<file path="src/hw/rtl/multichannel_add_with_slewed_offset_assert.svh">
// Assertion macros shared by the RTL; they expect clk and arst_n in scope.
`ifndef MULTICHANNEL_ADD_WITH_SLEWED_OFFSET_ASSERT_SVH
`define MULTICHANNEL_ADD_WITH_SLEWED_OFFSET_ASSERT_SVH

// antecedent implies consequent in the same cycle
`define MCASO_ASSERT_NOW(label, ante, cons, msg) \
	label: assert property (@(posedge clk) disable iff (!arst_n) (ante) |-> (cons)) \
		else $error(msg);

// antecedent implies consequent in the next cycle
`define MCASO_ASSERT_NEXT(label, ante, cons, msg) \
	label: assert property (@(posedge clk) disable iff (!arst_n) (ante) |=> (cons)) \
		else $error(msg);

`endif

</file>
<file path="src/hw/rtl/mcaso_pkg.sv">
package mcaso_pkg;

	localparam int SAMPLE_BITS = 16;
	localparam int CH_W        = 3;
	localparam int COEFF_W     = 17;
	localparam int ADDR_W      = 5;
	localparam int DATA_W      = 32;

	localparam logic [COEFF_W-1:0] COEFF_ONE = 17'h10000;

	localparam logic [1:0] MODE_CONST = 2'd0;
	localparam logic [1:0] MODE_MONO  = 2'd1;
	localparam logic [1:0] MODE_PERCH = 2'd2;

	localparam logic [2:0] REG_MODE   = 3'd0;
	localparam logic [2:0] REG_SLEW   = 3'd1;
	localparam logic [2:0] REG_COEFF  = 3'd2;
	localparam logic [2:0] REG_CONSTB = 3'd3;
	localparam logic [2:0] REG_ACTIVE = 3'd4;

	typedef struct packed {
		logic [CH_W-1:0]               channel;
		logic signed [SAMPLE_BITS-1:0] sample_a;
		logic signed [SAMPLE_BITS-1:0] sample_b;
	} in_item_t;

	typedef struct packed {
		logic [CH_W-1:0]               out_channel;
		logic signed [SAMPLE_BITS-1:0] sum_sample;
		logic                          clipped;
	} out_item_t;

	typedef struct packed {
		logic [1:0]                    mode;
		logic                          slew_enable;
		logic [COEFF_W-1:0]            coeff;
		logic signed [SAMPLE_BITS-1:0] constant_b;
		logic [3:0]                    active_channels;
		logic                          clear_started;
	} cfg_t;

endpackage

</file>
<file path="src/hw/rtl/mcaso_regs.sv">
module mcaso_regs (
	input  logic                         clk,
	input  logic                         arst_n,
	input  logic                         psel,
	input  logic                         penable,
	input  logic                         pwrite,
	input  logic [mcaso_pkg::ADDR_W-1:0] paddr,
	input  logic [mcaso_pkg::DATA_W-1:0] pwdata,
	output logic [mcaso_pkg::DATA_W-1:0] prdata,
	output logic                         pready,
	output mcaso_pkg::cfg_t              cfg
);

	logic [1:0]                               mode_q;
	logic                                     slew_q;
	logic [mcaso_pkg::COEFF_W-1:0]            coeff_q;
	logic signed [mcaso_pkg::SAMPLE_BITS-1:0] constb_q;
	logic [3:0]                               active_q;
	logic [2:0]                               idx;
	logic                                     wr;

	assign pready = 1'b1;
	assign idx    = paddr[4:2];
	assign wr     = psel & penable & pwrite & pready;

	always_ff @(posedge clk or negedge arst_n) begin
		if (!arst_n) begin
			mode_q   <= mcaso_pkg::MODE_MONO;
			slew_q   <= 1'b0;
			coeff_q  <= mcaso_pkg::COEFF_ONE;
			constb_q <= 16'sh7FFF;
			active_q <= 4'd2;
		end else if (wr) begin
			unique case (idx)
				mcaso_pkg::REG_MODE:   mode_q   <= pwdata[1:0];
				mcaso_pkg::REG_SLEW:   slew_q   <= pwdata[0];
				mcaso_pkg::REG_COEFF:  coeff_q  <= pwdata[16:0];
				mcaso_pkg::REG_CONSTB: constb_q <= $signed(pwdata[15:0]);
				mcaso_pkg::REG_ACTIVE: active_q <= pwdata[3:0];
				default: ;
			endcase
		end
	end

	always_comb begin
		unique case (idx)
			mcaso_pkg::REG_MODE:   prdata = 32'(mode_q);
			mcaso_pkg::REG_SLEW:   prdata = 32'(slew_q);
			mcaso_pkg::REG_COEFF:  prdata = 32'(coeff_q);
			mcaso_pkg::REG_CONSTB: prdata = {16'b0, constb_q};
			mcaso_pkg::REG_ACTIVE: prdata = 32'(active_q);
			default:               prdata = '0;
		endcase
	end

	always_comb begin
		cfg.mode            = mode_q;
		cfg.slew_enable     = slew_q;
		cfg.coeff           = coeff_q;
		cfg.constant_b      = constb_q;
		cfg.active_channels = active_q;
		cfg.clear_started   = wr && (idx == mcaso_pkg::REG_ACTIVE);
	end

endmodule

</file>
<file path="config.mk">
export PLATFORM = sky130hd
export DESIGN_NAME = mcaso_regs
export DESIGN_NICKNAME = d
export VERILOG_FILES = /design/src/hw/rtl/multichannel_add_with_slewed_offset_assert.svh /design/src/hw/rtl/mcaso_pkg.sv /design/src/hw/rtl/mcaso_regs.sv
export SDC_FILE = /design/constraint.sdc
export NUM_CORES = 1
export LEC_CHECK = 0
export BUFFER_PORTS_ARGS = -buffer_cell sky130_fd_sc_hd__buf_4
export CORE_AREA = 2 2 70 72
export CTS_BUF_LIST = sky130_fd_sc_hd__clkbuf_4 sky130_fd_sc_hd__clkbuf_8 sky130_fd_sc_hd__clkbuf_16
export DETAILED_ROUTE_END_ITERATION = 7
export DIE_AREA = 0 0 72 74
export HOLD_SLACK_MARGIN = 0.05
export PLACE_DENSITY_LB_ADDON = 0.15
export SETUP_SLACK_MARGIN = 0.15
export SLEW_MARGIN = 20
export SYNTH_ARGS = -nofsm -noshare
export SYNTH_HDL_FRONTEND = slang
export SYNTH_SLANG_ARGS = --single-unit
</file>
<file path="constraint.sdc">
create_clock -name clk -period 3.1 [get_ports clk]
set_input_delay 0.62 -clock clk [delete_from_list [all_inputs] [get_ports clk]]
set_output_delay 0.62 -clock clk [all_outputs]
set_load 0.02 [all_outputs]
</file>
# == Word level (Yosys, flattened, before mapping) ==
# Index checks and enable logic that the tools add are counted.
# classes
bitwise_logic,2
reduce_logical,7
n_eq_ne,4
n_mux,1
# op_table
op,n
17-bit one-hot mux with 5 select lines,1
2-bit AND reduction,5
3-bit by 2-bit == test with 1-bit output (second input constant),2
3-bit by 1-bit == test with 1-bit output (second input constant),1
3-bit == test (second input constant),1
3-bit logical NOT,1
1-bit bitwise AND,2
1-bit logical AND,1
# totals
out_inout_bits,74
elab_cells,19
ff_bits,40
inputBits,42

# == Logic depth before layout (Yosys ltp) ==
# logic_depth
word_depth,3
mapped_depth,6
mapped_depth_nobuf,3

# == Worst setup path after synthesis ==
# No wires, ideal clock.
# synth_timing
kind,input to output
from,input port paddr[2] (netlist bit)
to,output port prdata[3] (netlist bit)
arrival_time_ns,1.554
n_path_buf,2
stages,3
setup_slack_ns,0.926
path_cell_list,clkbuf_1 buf_2 o32ai_1
# synth_via
elab_chain_len,2
elab_cells_between_ends,6
classes_between,4 x eq/ne; 1 x mux; 1 x reduce/logical
# synth_rtl
element,line_no,source
from (decl),mcaso_regs.sv:7,"input logic [mcaso_pkg::ADDR_W-1:0] paddr,"
3-bit == test (tied with other cells),mcaso_regs.sv:46,unique case (idx)
17-bit one-hot mux with 5 select lines *,mcaso_regs.sv:46,
to (decl),mcaso_regs.sv:9,"output logic [mcaso_pkg::DATA_W-1:0] prdata,"
# Every way passes the cells marked *; elsewhere a longest branch is shown, timed or not.

# == Worst setup path after layout ==
# layout_timing
from,input port paddr[4] (netlist bit)
to,output port prdata[3] (netlist bit)
# The elaborated chain is that of the path after synthesis.

==> results.md <==
- Unrepaired setup endpoints after global routing: false
- Max incr delay on CP: 0.33 ns
- Top Family by Delay on Critical Path: buffers and inverters
- Final setup viols: 0
- Max IR drop VDD: 294 µV
- Outcome: complete, no violations
- Post-synth EDFFs: 0
- Ys flop type: dfrtp_1
- Share of layout cells above drive strength 1: 0.657
- Chip height: 74 µm
- Async SR Flop Fraction: 1.00
- Post-synth top cells: mux2_2, dfrtp_1, buf_4, dfstp_2, mux2i_1
- Num CTS Buffers: 5
- Num Clock Sinks: 40
- Final hold violation count: 0
- Worst rel slew slack: 0.646
- Final routed DRC violation total: 0
- Pwr Density: 615 nW/µm²
- P_leak: 1.35 nW
- Core area: 4600 µm²
- Post-DP HPWL: roughly 3100 µm
- Yosys top cell area share: 0.267
- Layout overhead on the synthesized area: 32.1%
- Top cell type by total area after synthesis: dfrtp_1
- Cell Chain, Critical Path: buf_4 > nand2b_1 > buf_4 > o32ai_1 > buf_4
- Final wirelength: 4410 µm
- Critical path class: in -> out
- Wire length per cell: roughly 15 µm
- Gates resized, CTS repair: 0
- Most frequent cell after synthesis: mux2_2
- Largest net degree at the start of global routing: between 40 and 50
- Initial Utilization: 0.448
- Vias/cell: 4.92
- WP buf/inv: 3
- Root Buffer: clkbuf_8
- Gr usage total: 0.172
- Worst R2R Setup Slack: 2.31 ns
- Skew final: 0 ns
- Routed Antenna Nets: 0
- # Max-Cap Violations: 0
- Initial antenna violation count: 0
- Reg clk slew, reported paths: 0.07 ns
- Final Max Slew Viols: 0
- Syn Area/Cell: 13.0 µm²
- TritonCTS clock tree: done
- PortBufs: 82
- CP arrival: between 1.5 and 2 ns
- Hold slack: about 0.30 ns
- Sequential fraction of the synthesis area: 0.497
- Slowest cell on the critical path: nand2b_1
- Initial DRT Pass Iterations: 4
- Die Wd: 72 µm
- Vias in the first global route: between 1000 and 1500
- Total Nets Final: 280
- Fin crit share: 0.747
- Placed Cells: 285
- Finished Layout Cells: between 200 and 300
- Setup crit start kind: input pin
- #FFs+latches synth: 40
- Post-Syn Area: 2060 µm²
- Grt ovf: 0
- Max Root-Sink Buffers: 2
- Later-pin clock latency in the skew report: around 0.28 ns
- Largest cells by area after synthesis: dfrtp_1, dfstp_2, mux2_2, mux2i_1, buf_4
- Inserted Diodes: 0
- Post-CTS Setup Bufs: 0
- # hold bufs at CTS: 0
- Crit path required time: 2.48 ns
- Top cell by count, worst path: buf_4
- Crit end category: output pin
- First-pass GRT wire length: 7100 µm
- Least-Margin Pin Slew: 0.530 ns
- Via count: 1443
- H-tree levels: 2
- Routability cong.: 0.731
- I/O pin cnt: 116
- Hold Crit Class: in -> async
- Unique cell type count in the Yosys netlist: 27
- First DRT Iteration DRCs: 45
- # rows: 25
- Ys Warns: 0
- Max Freq: 432 MHz
- Synth Instances: between 150 and 200
- Fin Setup TNS: 0 ns
- Critical Path Fanout Max: 9
- Die Area: 5330 µm²
- Minimum clock period after layout: 2.32 ns
flip-flops by register name (all words and copies together) (netlist names):
name	count
active_q	4
slew_q	1
constb_q	16
mode_q	2
coeff_q	17
stage by stage:
stage	setup WS (ns)	power [mW]	area (µm²)	utilization
3_5_place_dp	0.726	1.33	2620	0.571
2_1_floorplan	0.926	1.08	2110	-
3_3_place_gp	0.763	1.31	2620	0.571
5_1_grt	0.721	1.76	2720	0.592
4_1_cts	0.788	1.70	2720	0.592
6_report	0.784	1.67	2720	0.592
cell families after synthesis:
| kind of cell | after synthesis | synth area share |
|---|---|---|
| other cells | 2 | 0.00365 |
| compound gates | 6 | 0.0200 |
| simple gates | 26 | 0.0790 |
| mux | 57 | 0.306 |
| flops | 40 | 0.497 |
| buf+inv | 27 | 0.0942 |
path summary, 6_finish.rpt:
| check | from | cells after the start | end |
|---|---|---|---|
| max in group asynchronous | arst_n | 1 | constb_q[9] |
| worst min register to register | coeff_q[6] | 1 | coeff_q[6] |
| min in group clk | coeff_q[6] | 1 | coeff_q[6] |
| worst max-delay path | paddr[4] | 5 | prdata[3] |
| worst min-delay path | arst_n | 1 | coeff_q[2] |
| worst max register to register | coeff_q[1] | 1 | coeff_q[1] |
metal layers:
metal / up-vias / GRT usage / routed length (µm)
met2: 66 / 0.299 / 2140
met4: 0 / 0.0566 / 42
met3: 5 / 0.0528 / 394
met5: - / 0 / 0
met1: 697 / 0.205 / 1830
li1: 675 / - / -
placed cells by master (no fill, tap or decap), types with 2 or more instances in the layout:
master / synthesis / final
conb_1: 2 / 16
inv_1: 2 / 2
nor2_1: 13 / 13
dfstp_2: 18 / 18
mux2_4: 2 / 2
buf_4: 18 / 84
clkbuf_8: 0 / 6
mux2i_1: 15 / 15
nor2_4: 2 / 2
o21ai_0: 2 / 2
nand3_1: 2 / 2
dfrtp_1: 22 / 22
mux2_2: 40 / 40
nand2b_1: 2 / 2
clkbuf_4: 0 / 2
report_power, final:
part           total, mW  internal (mW)  leakage (nW)  switching, mW
Sequential         0.738          0.659         0.469         0.0789
Clock              0.365          0.199        0.0523          0.167
Combinational      0.572          0.277         0.832          0.294
Total               1.67           1.13          1.35          0.540
cell type report:
class                      count  area, µm²
inverter                       2       7.51
multi-input combinational    105        895
sequential                    40       1020
tap                           54       67.6
clock buffer                   8       97.6
fill                         408       1880
timing repair buffer          84        631
(Power assumes the default switching activity.)
